File: src/rtl/core/owbm_pkg.sv
package owbm_pkg;

  // timer width for all timed phases
  localparam int TIMER_BITS = 10;
  localparam int TIMER_MAX  = (2 ** TIMER_BITS) - 1;

  // configuration register file
  localparam int CFG_W      = 10;
  localparam int NUM_CFG    = 8;
  localparam int CFG_IDX_W  = $clog2(NUM_CFG);
  localparam int CFG_ADDR_W = CFG_IDX_W + 2;
  localparam int APB_DATA_W = 32;

  // fixed released gap after each write slot
  localparam int GAP_US = 5;

  // register indexes
  localparam logic [CFG_IDX_W-1:0] CFG_RESET_LOW   = CFG_IDX_W'(0);
  localparam logic [CFG_IDX_W-1:0] CFG_PRES_WAIT   = CFG_IDX_W'(1);
  localparam logic [CFG_IDX_W-1:0] CFG_RESET_REC   = CFG_IDX_W'(2);
  localparam logic [CFG_IDX_W-1:0] CFG_READ_LOW    = CFG_IDX_W'(3);
  localparam logic [CFG_IDX_W-1:0] CFG_READ_SAMPLE = CFG_IDX_W'(4);
  localparam logic [CFG_IDX_W-1:0] CFG_READ_TAIL   = CFG_IDX_W'(5);
  localparam logic [CFG_IDX_W-1:0] CFG_WRITE_SHORT = CFG_IDX_W'(6);
  localparam logic [CFG_IDX_W-1:0] CFG_WRITE_LONG  = CFG_IDX_W'(7);

  // register reset values
  localparam logic [CFG_W-1:0] RST_RESET_LOW   = CFG_W'(485);
  localparam logic [CFG_W-1:0] RST_PRES_WAIT   = CFG_W'(50);
  localparam logic [CFG_W-1:0] RST_RESET_REC   = CFG_W'(500);
  localparam logic [CFG_W-1:0] RST_READ_LOW    = CFG_W'(2);
  localparam logic [CFG_W-1:0] RST_READ_SAMPLE = CFG_W'(13);
  localparam logic [CFG_W-1:0] RST_READ_TAIL   = CFG_W'(45);
  localparam logic [CFG_W-1:0] RST_WRITE_SHORT = CFG_W'(3);
  localparam logic [CFG_W-1:0] RST_WRITE_LONG  = CFG_W'(65);

  // request codes
  typedef enum logic [1:0] {
    REQ_TICK  = 2'd0,
    REQ_RESET = 2'd1,
    REQ_WRITE = 2'd2,
    REQ_READ  = 2'd3
  } req_t;

  // timing settings handed to the sequencer
  typedef struct packed {
    logic [CFG_W-1:0] reset_low_us;
    logic [CFG_W-1:0] presence_wait_us;
    logic [CFG_W-1:0] reset_recovery_us;
    logic [CFG_W-1:0] read_low_us;
    logic [CFG_W-1:0] read_sample_us;
    logic [CFG_W-1:0] read_tail_us;
    logic [CFG_W-1:0] write_short_us;
    logic [CFG_W-1:0] write_long_us;
  } cfg_t;

  // one result item
  typedef struct packed {
    logic       drive_low;
    logic       busy_res;
    logic       op_done;
    logic [7:0] read_data;
    logic       no_presence;
  } res_t;

  localparam int LOAD_W = (CFG_W > TIMER_BITS) ? CFG_W : TIMER_BITS;

  // zero acts as one microsecond, long values saturate at the timer limit
  function automatic logic [TIMER_BITS-1:0] load_time(input logic [CFG_W-1:0] us);
    logic [LOAD_W-1:0] u;
    logic [LOAD_W-1:0] lim;
    u   = LOAD_W'(us);
    lim = LOAD_W'(TIMER_MAX);
    if (u == '0) begin
      u = LOAD_W'(1);
    end else if (u > lim) begin
      u = lim;
    end
    return TIMER_BITS'(u);
  endfunction

endpackage

File: src/rtl/core/owbm_seq.sv
module owbm_seq
  import owbm_pkg::*;
(
  input  logic       clk,
  input  logic       rst,
  input  logic       step_en,
  input  logic [1:0] req_type,
  input  logic [7:0] data_byte,
  input  logic       bus_level,
  input  cfg_t       cfg,
  output res_t       res_next
);

  typedef enum logic [3:0] {
    PH_IDLE,
    PH_RST_LOW,
    PH_RST_WAIT,
    PH_RST_REC,
    PH_RD_LOW,
    PH_RD_WAIT,
    PH_RD_TAIL,
    PH_WR_FIRST,
    PH_WR_SECOND,
    PH_WR_GAP
  } phase_t;

  phase_t                phase, phase_next;
  logic [1:0]            op_kind, op_kind_next;
  logic [TIMER_BITS-1:0] time_left, time_left_next;
  logic [2:0]            bit_index, bit_index_next;
  logic [7:0]            shift_byte, shift_byte_next;
  logic [7:0]            received_byte, received_byte_next;
  logic                  absent_flag, absent_flag_next;
  logic                  drive_reg, drive_reg_next;
  logic                  done;
  logic                  cur_bit;
  logic                  nxt_bit;
  logic [2:0]            bit_inc;

  assign cur_bit = shift_byte[bit_index];
  assign bit_inc = bit_index + 3'd1;
  assign nxt_bit = shift_byte[bit_inc];

  // next state for one item
  always_comb begin
    phase_next         = phase;
    op_kind_next       = op_kind;
    time_left_next     = time_left;
    bit_index_next     = bit_index;
    shift_byte_next    = shift_byte;
    received_byte_next = received_byte;
    absent_flag_next   = absent_flag;
    drive_reg_next     = drive_reg;
    done               = 1'b0;

    if (phase == PH_IDLE) begin
      // start a command
      if (req_type == REQ_RESET) begin
        op_kind_next   = REQ_RESET;
        phase_next     = PH_RST_LOW;
        time_left_next = load_time(cfg.reset_low_us);
        drive_reg_next = 1'b1;
      end else if (req_type == REQ_WRITE) begin
        op_kind_next    = REQ_WRITE;
        shift_byte_next = data_byte;
        bit_index_next  = 3'd0;
        phase_next      = PH_WR_FIRST;
        time_left_next  = load_time(data_byte[0] ? cfg.write_short_us : cfg.write_long_us);
        drive_reg_next  = 1'b1;
      end else if (req_type == REQ_READ) begin
        op_kind_next    = REQ_READ;
        shift_byte_next = 8'd0;
        bit_index_next  = 3'd0;
        phase_next      = PH_RD_LOW;
        time_left_next  = load_time(cfg.read_low_us);
        drive_reg_next  = 1'b1;
      end
    end else if (req_type == REQ_TICK) begin
      if (time_left > TIMER_BITS'(1)) begin
        time_left_next = time_left - TIMER_BITS'(1);
      end else begin
        // timer ran out: move to the next phase on this tick
        unique case (phase)
          PH_RST_LOW: begin
            phase_next     = PH_RST_WAIT;
            time_left_next = load_time(cfg.presence_wait_us);
            drive_reg_next = 1'b0;
          end
          PH_RST_WAIT: begin
            absent_flag_next = bus_level;
            phase_next       = PH_RST_REC;
            time_left_next   = load_time(cfg.reset_recovery_us);
            drive_reg_next   = 1'b0;
          end
          PH_RD_LOW: begin
            phase_next     = PH_RD_WAIT;
            time_left_next = load_time(cfg.read_sample_us);
            drive_reg_next = 1'b0;
          end
          PH_RD_WAIT: begin
            shift_byte_next[bit_index] = bus_level;
            phase_next     = PH_RD_TAIL;
            time_left_next = load_time(cfg.read_tail_us);
            drive_reg_next = 1'b0;
          end
          PH_RD_TAIL: begin
            if (bit_index == 3'd7) begin
              received_byte_next = shift_byte;
              phase_next         = PH_IDLE;
              time_left_next     = '0;
              drive_reg_next     = 1'b0;
              done               = 1'b1;
            end else begin
              bit_index_next = bit_inc;
              phase_next     = PH_RD_LOW;
              time_left_next = load_time(cfg.read_low_us);
              drive_reg_next = 1'b1;
            end
          end
          PH_WR_FIRST: begin
            phase_next     = PH_WR_SECOND;
            time_left_next = load_time(cur_bit ? cfg.write_long_us : cfg.write_short_us);
            drive_reg_next = 1'b0;
          end
          PH_WR_SECOND: begin
            phase_next     = PH_WR_GAP;
            time_left_next = load_time(CFG_W'(GAP_US));
            drive_reg_next = 1'b0;
          end
          PH_WR_GAP: begin
            if (bit_index == 3'd7) begin
              phase_next     = PH_IDLE;
              time_left_next = '0;
              drive_reg_next = 1'b0;
              done           = 1'b1;
            end else begin
              bit_index_next = bit_inc;
              phase_next     = PH_WR_FIRST;
              time_left_next = load_time(nxt_bit ? cfg.write_short_us
                                                 : cfg.write_long_us);
              drive_reg_next = 1'b1;
            end
          end
          // reset recovery end
          PH_RST_REC: begin
            phase_next     = PH_IDLE;
            time_left_next = '0;
            drive_reg_next = 1'b0;
            done           = 1'b1;
          end
          default: begin
            phase_next     = PH_IDLE;
            time_left_next = '0;
            drive_reg_next = 1'b0;
          end
        endcase
      end
    end
  end

  // result seen after this item
  assign res_next.drive_low   = drive_reg_next;
  assign res_next.busy_res    = (phase_next != PH_IDLE);
  assign res_next.op_done     = done;
  assign res_next.read_data   = received_byte_next;
  assign res_next.no_presence = absent_flag_next;

  // state registers
  always_ff @(posedge clk) begin
    if (rst) begin
      phase         <= PH_IDLE;
      op_kind       <= REQ_TICK;
      time_left     <= '0;
      bit_index     <= 3'd0;
      shift_byte    <= 8'd0;
      received_byte <= 8'd0;
      absent_flag   <= 1'b0;
      drive_reg     <= 1'b0;
    end else if (step_en) begin
      phase         <= phase_next;
      op_kind       <= op_kind_next;
      time_left     <= time_left_next;
      bit_index     <= bit_index_next;
      shift_byte    <= shift_byte_next;
      received_byte <= received_byte_next;
      absent_flag   <= absent_flag_next;
      drive_reg     <= drive_reg_next;
    end
  end

endmodule

File: config.mk
export PLATFORM = sky130hd
export DESIGN_NAME = owbm_seq
export DESIGN_NICKNAME = d
export VERILOG_FILES = /design/src/rtl/core/owbm_pkg.sv /design/src/rtl/core/owbm_seq.sv
export SDC_FILE = /design/constraint.sdc
export NUM_CORES = 1
export LEC_CHECK = 0
export BUFFER_PORTS_ARGS = -buffer_cell sky130_fd_sc_hd__buf_2
export CORE_ASPECT_RATIO = 1.75
export CORE_UTILIZATION = 40
export DETAILED_ROUTE_END_ITERATION = 10
export REMOVE_ABC_BUFFERS = 1
export SYNTH_ARGS = -nofsm -noshare
export SYNTH_HDL_FRONTEND = slang
export SYNTH_SLANG_ARGS = --single-unit
File: constraint.sdc
create_clock -name clk -period 3.26 [get_ports clk]
set_clock_uncertainty 0.15 [all_clocks]
set_input_delay 0.652 -clock clk [delete_from_list [all_inputs] [get_ports clk]]
set_output_delay 0.652 -clock clk [all_outputs]
set_load 0.02 [all_outputs]
==> out/results.md <==
| Result | Reported | Unit |
|:---|:---|:---|
| Hold-fix buffers, CTS | 0 | - |
| Net switching component of the power | 756 | uW |
| Outcome | completed | - |
| CP cell instances | inv_1 -> ha_2 -> o21ba_2 -> and4_4 -> nand3_1 -> a221oi_2 -> a311oi_2 -> o2111ai_1 -> buf_2 | - |
| Detailed router's first-iteration violation count | 296 | - |
| Total global routing track utilization | 29.7 | % |
| Fmax | 318 | MHz |
| 1st-pass router iterations | 5 | - |
| Initial antenna violation count | 0 | - |
| I/O pin cnt | 106 | - |
| Die area | 10,400 | um^2 |
| Routed wire length per instance | 20.9 | um |
| Top flip-flop cell by instance count after synthesis | dfxtp_1 | - |
| Final Wtd Congestion | 0.966 | - |
| Width of the die | 77.6 | um |
| Postcts setup bufs | 0 | - |
| P_int | 1.09 | mW |
| Critical path type | reg -> out | - |
| Area of the mapped netlist | 4000 | um^2 |
| Crit share post-route | 96.3 | % |
| Sequential element share of the synthesized area | 17.5 | % |
| Highest-delay cell along the critical path | dfxtp_1 | - |
| Total leakage power | 1.96 | nW |
| Global-route congestion overflow total | 0 | - |
| Endpoint class of the critical path | primary output | - |
| CTS clock-pin slew for the worst setup and hold paths | 0.05 | ns |
| Post-synth EDFFs | 0 | - |
| Cell Count, Final, Fillers Out | 754 | - |
| Area growth syn-to-layout | 19.5 | % |
| Yosys warning total | 0 | - |
| Average footprint of a synthesized cell | 7.46 | um^2 |
| HPWL after detailed placement | 12.5 | mm |
| Data required time at the worst endpoint | 2.46 | ns |
| Sequential fraction of design power | 27.1 | % |
| Final Routed Wirelength | 15.7 | mm |
| Sw Share | 40.9 | % |
| Cell type with the largest total area after synthesis | dfxtp_1 | - |
| WP buf/inv | 2 | - |
| Setup TNS | 0 | ns |
| Data arrival time of the worst path | 2.34 | ns |
| Proportion of register bits with asynchronous set or reset after synthesis | 0 | % |
| Least-Margin Pin Slew | 0.929 | ns |
| Floorplan core area | 9790 | um^2 |
| Proportion of power drawn by the clock network | 25.2 | % |
| Vias post-DR | 4,673 | - |
| Total instance count after detailed placement | 746 | - |
| Metal1 wirelength | 5.70 | mm |
| Worst max-slew margin expressed relative to the limit | 37.2 | % |
| Worst-case hold slack | 0.310 | ns |
| Maximum VDD drop | 0.267 | mV |
| Synth top area cells | dfxtp_1 18%, mux2i_1 11%, o21ai_0 5.8%, a21oi_1 5.6%, nand2_1 5.3% | - |
| # clock sinks | 35 | - |
| Minimum period implied by the final worst setup slack | 3.14 | ns |
| Via count of the first global-routing pass | 4,514 | - |
| Max FO, Critical Path | 5 | - |
| Detail Route Antenna Nets | 0 | - |
| Slack of the worst reg-to-reg path | 0.48 | ns |
| Length of routed met3 wiring | 754 | um |
| Global-route wire length before repair | 23.8 | mm |
| DRC Markers | 0 | - |
| Yosys cell types | 77 | - |
| Power density over cell area | 386 | nW/um^2 |
| Number of flip-flops and latches in the synthesized netlist | 35 | - |
| Die span in y | 134 | um |
| Row Count | 48 | - |
| Largest Register | time_left | - |
| Final setup vio count | 0 | - |
| Critical Path Start Type | flip-flop | - |
| Slowest Stage Delay on Critical Path | 0.35 | ns |
| Max-cap violations | 0 | - |
| Final-stage net count | 726 | - |
| Largest net degree at the start of global routing | 32 | - |
| CTS buffer count | 5 | - |
| Fraction of post-synthesis cell area in the top cell type by area | 17.5 | % |
| Clock Root Buffer | clkbuf_16 | - |
| Kind of cell adding the most delay to the critical path | compound AO/OA/AOI/OAI gates | - |
| Final hold violation count | 0 | - |
| CTS tree | yes | - |
| Count of antenna diodes in the layout | 0 | - |
| Initial Utilization | 40.9 | % |
| Clock latency on the worst-skew pair | 0.28 | ns |
| Flip-flop count of the largest register, all copies and words added | 10 | - |
| Hold crit path type | reg -> reg | - |
| Uppermost signal routing layer after detailed routing | met4 | - |
| # H-tree levels | 2 | - |
| Largest registers | time_left (10), received_byte (8), shift_byte (8) | - |
| Routed length on met2 | 8.60 | mm |
| Share of layout cells above drive strength 1 | 28.5 | % |
| Average via count per standard cell | 6.20 | - |
| RSZ-0062 raised after global routing | false | - |
| Number of standard cells after synthesis | 537 | - |
| Share of total power in combinational logic | 47.7 | % |
| CTS Buffer Depth | 2 | - |
| Number of pins exceeding their max-slew limit in the final report | 0 | - |
| Input/output buffers | 105 | - |
worst register-to-register path, cell delays in order, from the launching register on:
cell and delay (ns):
dfxtp_1 0.35, ha_1 0.19, ha_1 0.41, mux2i_1 0.29, a22oi_1 0.15, nand2_2 0.21
mux2_1 0.34, a221o_1 0.35, a32o_1 0.22
final timing paths:
kind | from | depth (start not counted) | endpoint
min reg2reg | received_byte[4] | 2 | received_byte[4]
max | time_left[0] | 9 | res_next[10]
min | received_byte[4] | 2 | received_byte[4]
max reg2reg | bit_index[1] | 8 | time_left[4]
cells in the mapped netlist, drive strengths merged (7+ instances only):
library cell	number
nand2	59
nand3	9
a21oi	46
nor2b	12
mux2i	42
a22oi	8
buf	24
mux2	15
nor4	13
a221oi	7
a32oi	7
o21ai	48
inv	12
nand4	9
a311oi	10
clkbuf	19
nor3	15
dfxtp	35
nor2	39
kinds of logic (layout without fill, tap and decap cells):
| logic type | after synthesis | in the layout | share of synthesized area [%] |
|---|---|---|---|
| DFF | 35 | 35 | 17.5 |
| AOI/OAI and AO/OA | 186 | 186 | 31.6 |
| muxes | 58 | 58 | 15.3 |
| and+or+nand+nor | 194 | 194 | 26.4 |
| xor gates and xnor gates | 4 | 4 | 0.875 |
| adders and majority gates | 4 | 4 | 1.25 |
| buffers and inverters | 56 | 148 | 7.12 |
cell usage in the layout, fill, tap and decap left out, drive strengths merged, types with 5 or more instances in the layout:
master  count
a221oi      7
mux2i      42
buf       127
or4         5
a211oi      6
nand4       9
nor2b      12
a31oi       5
nor2       39
dfxtp      35
nor3       15
clkbuf      6
o211ai      6
nand3       9
o21ai      48
a311oi     10
a22oi       8
o22ai       5
a21oi      46
and3        5
inv        12
nand2      59
nor4       13
a32oi       7
mux2       15
stage by stage:
stage / utilization [%] / power, mW / cell area, um^2 / setup WS [ns]
finish: 48.9 / 1.85 / 4790 / 0.120
global route: 48.9 / 1.95 / 4790 / 0.0194
CTS: 48.8 / 1.84 / 4770 / 0.00582
detailed placement: 47.3 / 1.36 / 4630 / 0.180
global placement: 47.3 / 1.36 / 4630 / 0.216
floorplan: - / 1.03 / 3770 / 0.0258
power by group through the flow:
stage | clock [mW] | sequential (mW) | combinational [mW]
floorplan | 0 | 0.523 | 0.503
global placement | 0 | 0.508 | 0.856
detailed placement | 0 | 0.509 | 0.848
CTS | 0.481 | 0.499 | 0.859
global route | 0.496 | 0.504 | 0.955
finish | 0.466 | 0.501 | 0.883
repair_timing:
item | in CTS | in global routing
resized for setup | 1 | 5
endpoints found under the setup margin | 1 | 11
pin swaps | 1 | 0
layout make-up:
cell class / count / area, um^2
fill: 1016 / 5000
multi-input combinational: 446 / 3040
timing repair buffer: 127 / 703
sequential: 35 / 701
tap: 125 / 156
clock buffer: 6 / 129
inverter: 13 / 48.8
clock inverter: 2 / 12.5
metal layers:
layer  vias to the layer above  GRT usage, %
li1                       2226             -
met1                      2209          30.2
met2                       199          57.6
met3                        39          3.54
met4                         0          15.4
met5                         -             0
Power figures use the tool's default switching activity.
