--- src/rtl/core/owbm_pkg.sv ---
package owbm_pkg;

  // timer width for all timed phases
  localparam int TIMER_BITS = 10;
  localparam int TIMER_MAX  = (2 ** TIMER_BITS) - 1;

  // configuration register file
  localparam int CFG_W      = 10;
  localparam int NUM_CFG    = 8;
  localparam int CFG_IDX_W  = $clog2(NUM_CFG);
  localparam int CFG_ADDR_W = CFG_IDX_W + 2;
  localparam int APB_DATA_W = 32;

  // fixed released gap after each write slot
  localparam int GAP_US = 5;

  // register indexes
  localparam logic [CFG_IDX_W-1:0] CFG_RESET_LOW   = CFG_IDX_W'(0);
  localparam logic [CFG_IDX_W-1:0] CFG_PRES_WAIT   = CFG_IDX_W'(1);
  localparam logic [CFG_IDX_W-1:0] CFG_RESET_REC   = CFG_IDX_W'(2);
  localparam logic [CFG_IDX_W-1:0] CFG_READ_LOW    = CFG_IDX_W'(3);
  localparam logic [CFG_IDX_W-1:0] CFG_READ_SAMPLE = CFG_IDX_W'(4);
  localparam logic [CFG_IDX_W-1:0] CFG_READ_TAIL   = CFG_IDX_W'(5);
  localparam logic [CFG_IDX_W-1:0] CFG_WRITE_SHORT = CFG_IDX_W'(6);
  localparam logic [CFG_IDX_W-1:0] CFG_WRITE_LONG  = CFG_IDX_W'(7);

  // register reset values
  localparam logic [CFG_W-1:0] RST_RESET_LOW   = CFG_W'(485);
  localparam logic [CFG_W-1:0] RST_PRES_WAIT   = CFG_W'(50);
  localparam logic [CFG_W-1:0] RST_RESET_REC   = CFG_W'(500);
  localparam logic [CFG_W-1:0] RST_READ_LOW    = CFG_W'(2);
  localparam logic [CFG_W-1:0] RST_READ_SAMPLE = CFG_W'(13);
  localparam logic [CFG_W-1:0] RST_READ_TAIL   = CFG_W'(45);
  localparam logic [CFG_W-1:0] RST_WRITE_SHORT = CFG_W'(3);
  localparam logic [CFG_W-1:0] RST_WRITE_LONG  = CFG_W'(65);

  // request codes
  typedef enum logic [1:0] {
    REQ_TICK  = 2'd0,
    REQ_RESET = 2'd1,
    REQ_WRITE = 2'd2,
    REQ_READ  = 2'd3
  } req_t;

  // timing settings handed to the sequencer
  typedef struct packed {
    logic [CFG_W-1:0] reset_low_us;
    logic [CFG_W-1:0] presence_wait_us;
    logic [CFG_W-1:0] reset_recovery_us;
    logic [CFG_W-1:0] read_low_us;
    logic [CFG_W-1:0] read_sample_us;
    logic [CFG_W-1:0] read_tail_us;
    logic [CFG_W-1:0] write_short_us;
    logic [CFG_W-1:0] write_long_us;
  } cfg_t;

  // one result item
  typedef struct packed {
    logic       drive_low;
    logic       busy_res;
    logic       op_done;
    logic [7:0] read_data;
    logic       no_presence;
  } res_t;

  localparam int LOAD_W = (CFG_W > TIMER_BITS) ? CFG_W : TIMER_BITS;

  // zero acts as one microsecond, long values saturate at the timer limit
  function automatic logic [TIMER_BITS-1:0] load_time(input logic [CFG_W-1:0] us);
    logic [LOAD_W-1:0] u;
    logic [LOAD_W-1:0] lim;
    u   = LOAD_W'(us);
    lim = LOAD_W'(TIMER_MAX);
    if (u == '0) begin
      u = LOAD_W'(1);
    end else if (u > lim) begin
      u = lim;
    end
    return TIMER_BITS'(u);
  endfunction

endpackage

--- src/rtl/core/owbm_cfg_regs.sv ---
module owbm_cfg_regs
  import owbm_pkg::*;
(
  input  logic                  clk,
  input  logic                  rst,
  input  logic                  psel,
  input  logic                  penable,
  input  logic                  pwrite,
  input  logic [CFG_ADDR_W-1:0] paddr,
  input  logic [APB_DATA_W-1:0] pwdata,
  output logic [APB_DATA_W-1:0] prdata,
  output logic                  pready,
  output cfg_t                  cfg
);

  logic                 wr_en;
  logic [CFG_IDX_W-1:0] idx;
  logic [CFG_W-1:0]     wval;
  logic [CFG_W-1:0]     rval;

  assign pready = 1'b1;
  assign idx    = paddr[CFG_ADDR_W-1:2];
  assign wval   = pwdata[CFG_W-1:0];
  assign wr_en  = psel && penable && pwrite && pready;

  // register writes on the access cycle
  always_ff @(posedge clk) begin
    if (rst) begin
      cfg.reset_low_us      <= RST_RESET_LOW;
      cfg.presence_wait_us  <= RST_PRES_WAIT;
      cfg.reset_recovery_us <= RST_RESET_REC;
      cfg.read_low_us       <= RST_READ_LOW;
      cfg.read_sample_us    <= RST_READ_SAMPLE;
      cfg.read_tail_us      <= RST_READ_TAIL;
      cfg.write_short_us    <= RST_WRITE_SHORT;
      cfg.write_long_us     <= RST_WRITE_LONG;
    end else if (wr_en) begin
      unique case (idx)
        CFG_RESET_LOW:   cfg.reset_low_us      <= wval;
        CFG_PRES_WAIT:   cfg.presence_wait_us  <= wval;
        CFG_RESET_REC:   cfg.reset_recovery_us <= wval;
        CFG_READ_LOW:    cfg.read_low_us       <= wval;
        CFG_READ_SAMPLE: cfg.read_sample_us    <= wval;
        CFG_READ_TAIL:   cfg.read_tail_us      <= wval;
        CFG_WRITE_SHORT: cfg.write_short_us    <= wval;
        CFG_WRITE_LONG:  cfg.write_long_us     <= wval;
        default: ;
      endcase
    end
  end

  // read mux
  always_comb begin
    unique case (idx)
      CFG_RESET_LOW:   rval = cfg.reset_low_us;
      CFG_PRES_WAIT:   rval = cfg.presence_wait_us;
      CFG_RESET_REC:   rval = cfg.reset_recovery_us;
      CFG_READ_LOW:    rval = cfg.read_low_us;
      CFG_READ_SAMPLE: rval = cfg.read_sample_us;
      CFG_READ_TAIL:   rval = cfg.read_tail_us;
      CFG_WRITE_SHORT: rval = cfg.write_short_us;
      CFG_WRITE_LONG:  rval = cfg.write_long_us;
      default:         rval = '0;
    endcase
  end

  assign prdata = APB_DATA_W'(rval);

endmodule

--- config.mk ---
export PLATFORM = sky130hd
export DESIGN_NAME = owbm_cfg_regs
export DESIGN_NICKNAME = d
export VERILOG_FILES = /design/src/rtl/core/owbm_pkg.sv /design/src/rtl/core/owbm_cfg_regs.sv
export SDC_FILE = /design/constraint.sdc
export NUM_CORES = 1
export LEC_CHECK = 0
export BUFFER_PORTS_ARGS = -buffer_cell sky130_fd_sc_hd__buf_2
export CAP_MARGIN = 20
export CORE_UTILIZATION = 48
export CTS_BUF_LIST = sky130_fd_sc_hd__clkbuf_4 sky130_fd_sc_hd__clkbuf_8 sky130_fd_sc_hd__clkbuf_16
export CTS_CLUSTER_DIAMETER = 150
export DETAILED_ROUTE_END_ITERATION = 12
export PLACE_DENSITY = 0.82
export SLEW_MARGIN = 20
export SYNTH_ARGS = -nofsm -noshare
export SYNTH_HDL_FRONTEND = slang
export SYNTH_SLANG_ARGS = --single-unit
--- constraint.sdc ---
create_clock -name clk -period 2.4 [get_ports clk]
set_input_delay 0.12 -clock clk [delete_from_list [all_inputs] [get_ports clk]]
set_output_delay 0.12 -clock clk [all_outputs]
set_load 0.01 [all_outputs]
==> results.md, run 1 <==
* Pwr dens at 593 nW/um2
* Total leakage power at 1.97 nW
* Max VDD drop at 0.000250 V
* RSZ-0062 raised after global routing: no
* Vias in the first global route at 3370
* Register area share after synthesis at 0.403
* DR vias/cell at 5.62
* Initial antenna violation count at 0
* Num CTS Buffers at 9
* Ys async rst share at 0
* Synthesis-to-layout area growth at 17.2%
* Met3 GRT Util at 0.0480
* Final WL at 11400 um
* GRT Util Overall at 0.260
* Endpoints failing hold at 0
* Layout Cells excl Fill at 680
* WS Path Type: input pin to output port
* CP delay by family, top: simple AND/OR/NAND/NOR gates
* Initial Utilization at 0.504
* Grt total ovfl at 0
* Syn Area/Cell at 8.15 um2
* CP required at 2.28 ns
* Met1 usage at 0.360
* Max Cap Viol at 0
* Nets at 615
* Fin util at 0.591
* #FFs+latches synth at 80
* Hold_buf cts at 0
* Core area at 7890 um2
* Hpwl dp at 8140 um
* Share of cells above drive strength 1 at 0.273
* Hold crit path type: input pin to register
* CP max-delay cell: nor2b_1
* Max reg flops at 80
* Synth area leaders: dfxtp_1 (40%), nand2_1 (8.4%), a21oi_1 (6.7%)
* Worst slew pin tran at 0.842 ns
* Post-route ant nets at 0
* Final setup margin at 0.354 ns
* I/O pins at 155
* Root buf cell: clkbuf_8
* Die area at 8650 um2
* Total iterations of the first detailed-routing run at 5
* Max Buffers Root-to-Sink at 2
* Synth top area share at 0.403
* Setup Skew at 0 ns
* Post_cts resized at 0
* Tcrit/Tclk final at 0.853
* Met2 layer usage reported by global route at 0.410
* Gpl congestion at 0.915
* CTS sink cnt at 80
* Final min period at 2.05 ns
* Setup crit start kind: input pin
* Critical Path Fanout Max at 12
* TritonCTS clock tree: done
* Status: complete, no violations
* Filler instances at 688
* Cell taking the most area after synthesis: dfxtp_1
* First DRT Iteration DRCs at 233
* Die height at 93.0 um
* Worst slack at placement at 0.403 ns
* DR DRC count at 0
* Yosys warns at 0
* Clock Latency Late Sink at 0.35 ns
* H-tree depth at 3
* Sequential Power Share at 0.487
* Clock power frac at 0.410
* Drt wl/cell at 16.7 um
* Max Clk Rate at 489 MHz
* Sw frac at 0.250
* Largest registers: cfg: 80 flops
* Post-Syn Instances at 488
* Syn Std Cell Area at 3980 um2
* Max_slew headroom at 0.437
* CP bufs+invs at 2
* Largest net degree at the start of global routing at 40
* Setup Viol. Count Final at 0
* GRT busiest layer: met2
* Net Switching at 0.000692 W
* Postcts setup bufs at 0
* Post-synth top flop: dfxtp_1
* Setup TNS at 0 ns
* Crit path arrival time at 1.93 ns
* N_diodes at 0
* Pins Over Slew Limit at 0
* Internal power at 0.00207 W
* First-pass GRT wire length at 17500 um
* Slowest cell delay on critical path at 0.73 ns
* Gate power share at 0.102
* Inst Count DP at 664
* Critical path cell sequence: buf_2 > nor2b_1 > a221oi_1 > a221oi_1 > nor2_1 > buf_2
* Rows at 32
* Die Width at 93.0 um
* Largest reg by FF count: cfg
* CTS clk-pin slew, worst paths at 0.08 ns
* Endpoint type of the worst setup path: output port
* Vias at 3821
* Post-synth EDFFs at 0
* Synth cell types at 38
* IO Port Bufs at 107
==> kinds of logic after synthesis <==
logic type | count (synthesis) | synth area share
other cells | 2 | 0.00189
mux | 23 | 0.0661
flops | 80 | 0.403
simple gates | 168 | 0.208
compound gates | 136 | 0.211
buf+inv | 79 | 0.111
==> cells in the mapped netlist (2+ instances only) <==
cell type  count
nand2_1       89
dfxtp_1       80
a21oi_1       53
o21ai_0       42
nor2_1        30
buf_4         27
nand3b_1      25
buf_2         22
clkbuf_1      18
mux2i_1       15
a221oi_1       9
inv_1          9
a22o_1         8
a211o_1        7
o21ai_1        7
a221oi_2       5
nor2b_1        5
nand2b_1       4
nor2_2         4
mux2_1         3
mux2_4         3
or3_1          3
a32oi_1        2
buf_6          2
conb_1         2
nor2_4         2
==> routing by layer <==
metal	up-vias	routed length, um
met5	-	0
met4	0	145
met3	14	863
met2	185	5400
met1	1824	4960
li1	1798	-
==> power groups by stage <==
stage / Sequential, W / Combinational, W / Clock (W)
after floorplan: 0.00138 / 0.000222 / 0
after global routing: 0.00135 / 0.000304 / 0.00120
after detailed placement: 0.00138 / 0.000277 / 0
final: 0.00135 / 0.000283 / 0.00114
after CTS: 0.00135 / 0.000278 / 0.00114
after global placement: 0.00138 / 0.000272 / 0
==> stage by stage <==
| stage | total power [W] | hold slack (ns) | area (um2) |
|---|---|---|---|
| after floorplan | 0.00161 | 0.404 | 4060 |
| after global routing | 0.00285 | 0.0884 | 4660 |
| after global placement | 0.00165 | 0.444 | 4430 |
| final | 0.00277 | 0.0901 | 4660 |
| after detailed placement | 0.00166 | 0.451 | 4430 |
| after CTS | 0.00276 | 0.0807 | 4660 |
==> worst register-to-register path: cells and delay by family, from the launching register on <==
kind	cells	cell delay, ns
buffers and inverters	1	0.09
flip-flops	1	0.33
AO/OA/AOI/OAI	1	0.29
AND/OR/NAND/NOR	1	0.06
==> layout by cell type, fill, tap and decap left out, types with 15 or more instances in the layout <==
cell and instances:
buf_4 16, a21oi_1 53, mux2i_1 15, o21ai_0 42
conb_1 23, nor2_1 30, nand3b_1 25, nand2_1 89
dfxtp_1 80, buf_2 107
==> final timing paths <==
| kind | start | end | slack [ns] | cells after the start |
|---|---|---|---|---|
| max | paddr[3] | prdata[7] | 0.35 | 6 |
| min | pwdata[5] | cfg[5] | 0.09 | 3 |
| max reg2reg | cfg[58] | cfg[58] | 1.52 | 3 |
| min reg2reg | cfg[73] | cfg[73] | 0.48 | 2 |
==> cell type report <==
| cell class | instances | area [um2] | share of cell area |
|---|---|---|---|
| multi-input cells | 350 | 2010 | 0.432 |
| flip-flops and latches | 80 | 1600 | 0.343 |
| repair buffers | 123 | 656 | 0.141 |
| clock buffers | 11 | 151 | 0.0325 |
| well taps | 102 | 128 | 0.0274 |
| clock inverters | 5 | 78.8 | 0.0169 |
| inverters | 9 | 33.8 | 0.00724 |
(Power assumes the default switching activity.)
==> run 2: changes to the inputs <==
--- a/config.mk
+++ b/config.mk
@@ -7,11 +7,11 @@
 export LEC_CHECK = 0
 export BUFFER_PORTS_ARGS = -buffer_cell sky130_fd_sc_hd__buf_2
 export CAP_MARGIN = 20
-export CORE_UTILIZATION = 48
+export CORE_UTILIZATION = 53
 export CTS_BUF_LIST = sky130_fd_sc_hd__clkbuf_4 sky130_fd_sc_hd__clkbuf_8 sky130_fd_sc_hd__clkbuf_16
 export CTS_CLUSTER_DIAMETER = 150
 export DETAILED_ROUTE_END_ITERATION = 12
-export PLACE_DENSITY = 0.82
+export PLACE_DENSITY = 0.89
 export SLEW_MARGIN = 20
 export SYNTH_ARGS = -nofsm -noshare
 export SYNTH_HDL_FRONTEND = slang
==> run 2 against run 1 <==
Critical path depth stayed put; wire length up 1.5%; worst setup slack better by 0.051 ns; critical endpoint is now prdata[0]; largest power group unchanged.
==> results.md, run 2 (synthesis results as in run 1) <==
* Total iterations of the first detailed-routing run at 7 (+2)
* Setup TNS at 0 ns (unchanged)
* CTS sink cnt at 80 (unchanged)
* Postcts setup bufs at 0 (unchanged)
* H-tree depth at 3 (unchanged)
* IO Port Bufs at 107 (unchanged)
* Total leakage power at 1.95 nW (-1.1%)
* Final WL at 11500 um (+1.5%)
* N_diodes at 0 (unchanged)
* CP max-delay cell: nor2b_1
* DR vias/cell at 5.84 (+4.0%)
* Largest reg by FF count: cfg
* Initial Utilization at 0.548 (+0.0441)
* Largest registers: cfg: 80 flops
* Setup Skew at 0 ns (unchanged)
* Commonest cells after routing, fill and taps aside: buf_2 (107), nand2_1 (89), dfxtp_1 (80)
* Setup Viol. Count Final at 0 (unchanged)
* GRT Util Overall at 0.295 (+0.0359)
* Die height at 88.6 um (-4.7%)
* Post_cts resized at 0 (unchanged)
* Die area at 7860 um2 (-9.2%)
* Max Cap Viol at 0 (unchanged)
* Worst slew pin tran at 0.973 ns (+0.131 ns)
* Hpwl dp at 8210 um (+0.81%)
* Inst Count DP at 661 (-0.45%)
* Post-route ant nets at 0 (unchanged)
* First-pass GRT wire length at 17700 um (+0.87%)
* Worst r2r src: cfg[64]
* Gpl congestion at 0.870 (-4.9%)
* Endpoints failing hold at 0 (unchanged)
* R2R Path End: cfg[64]
* Hold path endpoint: cfg[36]
* Final min period at 2.00 ns (-0.0509 ns)
* CP required at 2.28 ns (about the same)
* Hold crit path type: input pin to register
* Critical Path Fanout Max at 12 (unchanged)
* Most common cell after layout, fill and taps aside: buf_2
* Clock Latency Late Sink at 0.35 ns (about the same)
* Max_slew headroom at 0.350 (-0.0877)
* Layout Cells excl Fill at 676 (-0.59%)
* Slowest cell delay on critical path at 0.81 ns (+0.08 ns)
* TritonCTS clock tree: done
* Vias in the first global route at 3545 (+5.2%)
* Crit path arrival time at 1.88 ns (-0.05 ns)
* Worst Hold Depth at 2 (-1)
* Max reg flops at 80 (unchanged)
* Reg2reg path depth at 2 (-1)
* Pins Over Slew Limit at 0 (unchanged)
* WS Path Type: input pin to output port
* DR DRC count at 0 (unchanged)
* Share of cells above drive strength 1 at 0.272 (-0.00126)
* Fin util at 0.638 (+0.0464)
* Setup crit start kind: input pin
* Max Clk Rate at 501 MHz (+2.6%)
* Largest net degree at the start of global routing at 43 (+7.5%)
* Core area at 7250 um2 (-8.0%)
* Initial antenna violation count at 0 (unchanged)
* HP Start: rst
* Nets at 615 (unchanged)
* Tcrit/Tclk final at 0.831 (-0.0212)
* Num CTS Buffers at 9 (unchanged)
* Drt wl/cell at 17.1 um (+2.1%)
* CP bufs+invs at 2 (unchanged)
* Endpoint type of the worst setup path: output port
* CTS clk-pin slew, worst paths at 0.08 ns (about the same)
* CP delay by family, top: simple AND/OR/NAND/NOR gates
* Vias at 3951 (+3.4%)
* Pwr dens at 572 nW/um2 (-3.6%)
* Critical path cell sequence: buf_2 > nor2b_1 > a221oi_1 > a221oi_1 > nor2_1 > buf_2
* RSZ-0062 raised after global routing: no
* Root buf cell: clkbuf_8
* Reg2reg setup slack at 1.57 ns (+0.05 ns)
* Max VDD drop at 0.000370 V (+48%)
* First DRT Iteration DRCs at 365 (+57%)
* Rows at 31 (-3.1%)
* Grt total ovfl at 0 (unchanged)
* Status: complete, no violations
* Synthesis-to-layout area growth at 16.3%
* Max Buffers Root-to-Sink at 2 (unchanged)
* I/O pins at 155 (unchanged)
* Hold_buf cts at 0 (unchanged)
* Die Width at 88.6 um (-4.7%)
==> run 2: cell count changes in the layout (fill, tap and decap cells not counted) <==
cell and change:
clkbuf_8 -1, clkinv_4 -1, clkinv_2 -1, bufinv_16 -1, clkbuf_4 +2, clkinvlp_4 +1
==> run 2: area by class of cell <==
| type | instances | area, um2 |
|---|---|---|
| Multi-Input combinational cell | 350 | 2010 |
| Timing Repair Buffer | 123 | 656 |
| Tap cell | 99 | 124 |
| Inverter | 9 | 33.8 |
| Sequential cell | 80 | 1600 |
| Fill cell | 580 | 2630 |
| Clock buffer | 12 | 153 |
| Clock inverter | 3 | 42.5 |
==> run 2: worst reg2reg max path, cell delays in order (launching register included) <==
cell and delay, ns:
dfxtp_1 0.33, nor2b_1 0.13, a211o_1 0.27
==> run 2: worst max path at each step <==
stage          startpoint        end  cells after the start
6_report         paddr[3]  prdata[0]                      6
4_1_cts          paddr[3]  prdata[0]                      6
2_1_floorplan    paddr[2]  prdata[5]                      6
5_1_grt          paddr[3]  prdata[7]                      6
3_3_place_gp     paddr[3]  prdata[1]                      6
3_5_place_dp     paddr[3]     cfg[4]                      7
==> run 2: stage by stage <==
stage	setup WS (ns)	cell area (um2)	total power, W	hold slack, ns
global route	0.269	4620	0.00272	0.0715
floorplan	1.13	4060	0.00161	0.404
finish	0.405	4620	0.00265	0.0639
CTS	0.432	4620	0.00263	0.0598
global placement	0.538	4430	0.00165	0.426
detailed placement	0.469	4430	0.00166	0.429
==> run 2: report_power, final <==
part	leakage, nW	internal [W]	total (W)	switching, W
clock	0.0993	0.000526	0.00101	0.000485
combinational	1.20	0.0000958	0.000287	0.000191
sequential	0.646	0.00134	0.00135	0.00000998
==> run 2: layer usage <==
| metal | global-route usage | part of all wire | wire [um] |
|---|---|---|---|
| met5 | 0 | 0 | 0 |
| met4 | 0.144 | 0.027 | 311 |
| met3 | 0.0597 | 0.092 | 1060 |
| met2 | 0.470 | 0.48 | 5520 |
| met1 | 0.384 | 0.40 | 4650 |
==> run 3: changes to the inputs <==
--- a/config.mk
+++ b/config.mk
@@ -7,11 +7,11 @@
 export LEC_CHECK = 0
 export BUFFER_PORTS_ARGS = -buffer_cell sky130_fd_sc_hd__buf_2
 export CAP_MARGIN = 20
-export CORE_UTILIZATION = 53
+export CORE_UTILIZATION = 49
 export CTS_BUF_LIST = sky130_fd_sc_hd__clkbuf_4 sky130_fd_sc_hd__clkbuf_8 sky130_fd_sc_hd__clkbuf_16
 export CTS_CLUSTER_DIAMETER = 150
 export DETAILED_ROUTE_END_ITERATION = 12
-export PLACE_DENSITY = 0.89
+export PLACE_DENSITY = 0.83
 export SLEW_MARGIN = 20
 export SYNTH_ARGS = -nofsm -noshare
 export SYNTH_HDL_FRONTEND = slang
==> constraint.sdc (replaced) <==
create_clock -name clk -period 2 [get_ports clk]
set_input_delay 0.1 -clock clk [delete_from_list [all_inputs] [get_ports clk]]
set_output_delay 0.1 -clock clk [all_outputs]
set_load 0.01 [all_outputs]
==> run 3 against run 2 <==
Die area increased by 8.0%; critical path type is now register to output port; sequential power rose by 20%; worst setup slack got worse by 0.29 ns; final cell count increased by 0.89%; wire length decreased by 0.71%; count of clock-buffer cells in the layout is 1 lower; highest routed layer unchanged; sequential share of layout area down 0.22 points.
==> results.md, run 3 (synthesis results as in run 1) <==
* Filler instances at 681 (+17%)
* Initial antenna violation count at 0 (unchanged)
* Fin util at 0.596 (-0.0414)
* Hold crit path type: input pin to register
* Commonest cells after routing, fill and taps aside: buf_2 (107), nand2_1 (89), dfxtp_1 (80)
* Share of cells above drive strength 1 at 0.276 (+0.00377)
* Post_cts resized at 0 (unchanged)
* CP required at 1.90 ns (-0.38 ns)
* I/O pins at 155 (unchanged)
* Max Buffers Root-to-Sink at 2 (unchanged)
* GRT Util Overall at 0.268 (-0.0274)
* Grt total ovfl at 0 (unchanged)
* CP delay by family, top: compound AO/OA/AOI/OAI gates
* Hold_buf cts at 0 (unchanged)
* Slowest cell delay on critical path at 0.35 ns (-0.46 ns)
* Final WL at 11500 um (-0.71%)
* Pwr dens at 687 nW/um2 (+20%)
* Pins Over Slew Limit at 0 (unchanged)
* Crit. Startpoint: cfg[1]
* CTS sink cnt at 80 (unchanged)
* Flip-flop and latch area at 1600 um2 (unchanged)
* Largest reg by FF count: cfg
* CP bufs+invs at 1 (-1)
* Total power draw at 0.00320 W (+21%)
* Largest net degree at the start of global routing at 29 (-33%)
* Setup Viol. Count Final at 0 (unchanged)
* Total iterations of the first detailed-routing run at 5 (-2)
* Max_slew headroom at 0.634 (+0.284)
* HP Start: pwdata[3]
* TritonCTS clock tree: done
* Placed cell areas at 4450 um2 (+0.42%)
* Core area at 7810 um2 (+7.6%)
* WS Path Type: register to output port
* First-pass GRT wire length at 17700 um (about the same)
* Endpoint type of the worst setup path: output port
* DR vias/cell at 5.74 (-1.7%)
* Postcts setup bufs at 0 (unchanged)
* Die area at 8480 um2 (+8.0%)
* DR DRC count at 0 (unchanged)
* Tcrit/Tclk final at 0.945
* Gpl congestion at 0.937 (+7.7%)
* Endpoints failing hold at 0 (unchanged)
* Max VDD drop at 0.000323 V (-13%)
* Rows at 32 (+3.2%)
* Worst slew pin tran at 0.546 ns (-0.427 ns)
* Max Cap Viol at 0 (unchanged)
* Die Width at 92.1 um (+3.9%)
* Final min period at 1.89 ns
* Root buf cell: clkbuf_8
* Drt wl/cell at 16.8 um (-1.6%)
* CP max-delay cell: a221oi_1
* Vias at 3917 (-0.86%)
* Setup crit start kind: register
* Post-route ant nets at 0 (unchanged)
* Crit path arrival time at 1.79 ns (-0.09 ns)
* Die height at 92.1 um (+3.9%)
* Vias in the first global route at 3534 (-0.31%)
* Critical path cell sequence: mux2_1 > a22o_1 > a221oi_1 > nor2_1 > buf_2
* Nets at 617 (+0.33%)
* Critical Path Fanout Max at 3 (-9)
* RSZ-0062 raised after global routing: no
* H-tree depth at 3 (unchanged)
* Worst r2r src: cfg[57]
* Fin area at 4650 um2 (+0.65%)
* Most common cell after layout, fill and taps aside: buf_2
* First DRT Iteration DRCs at 303 (-17%)
* Area occupied by multi-input gates at 2010 um2 (unchanged)
* Total leakage power at 1.96 nW (+0.59%)
* N_diodes at 0 (unchanged)
* Synthesis-to-layout area growth at 17.0%
* CTS clk-pin slew, worst paths at 0.08 ns (about the same)
* Initial Utilization at 0.509 (-0.0389)
* Status: complete, no violations
* IO Port Bufs at 107 (unchanged)
* Clock Latency Late Sink at 0.35 ns (about the same)
* Hpwl dp at 8240 um (+0.36%)
* Setup Skew at 0 ns (unchanged)
* Largest registers: cfg: 80 flops
* Setup TNS at 0 ns (unchanged)
* Max Clk Rate at 529 MHz
* Max reg flops at 80 (unchanged)
* Num CTS Buffers at 9 (unchanged)
## run 3: worst min-delay path: stages
cell and delay, ns:
buf_2 0.16, nand2_1 0.07, a21oi_1 0.05
## run 3: path summary, 6_finish.rpt
kind          endpoint  slack (ns)  cells past startpoint
max          prdata[1]        0.11                      5
max reg2reg    cfg[57]        1.14                      3
min            cfg[43]        0.07                      3
min reg2reg    cfg[71]        0.47                      2
## run 3: cell type report
cell class,instances,area share
tap,102,0.0274
sequential,80,0.344
inverter,9,0.00726
timing repair buffer,125,0.144
clock buffer,11,0.0325
multi-input combinational,350,0.433
clock inverter,5,0.0118
## run 3: layer usage
layer	share of wire	routed length, um	up-vias	global-route usage
met4	0.027	312	0	0.134
met3	0.093	1070	30	0.0464
met2	0.47	5420	235	0.428
li1	-	-	1798	-
met5	0	0	-	0
met1	0.41	4660	1854	0.347
## run 3: where the power goes
| part | switching (W) | leakage, nW | internal, W | total, W |
|---|---|---|---|---|
| combinational | 0.000226 | 1.21 | 0.000118 | 0.000344 |
| clock | 0.000594 | 0.101 | 0.000640 | 0.00123 |
| sequential | 0.0000121 | 0.646 | 0.00161 | 0.00162 |
| total | 0.000832 | 1.96 | 0.00236 | 0.00320 |
## run 3: stage by stage
step	hold WS (ns)	worst slack [ns]	instances
finish	0.0743	0.110	682
detailed placement	0.439	0.179	666
global route	0.0707	0.0720	682
floorplan	0.384	0.767	509
global placement	0.431	0.251	666
CTS	0.0623	0.135	682
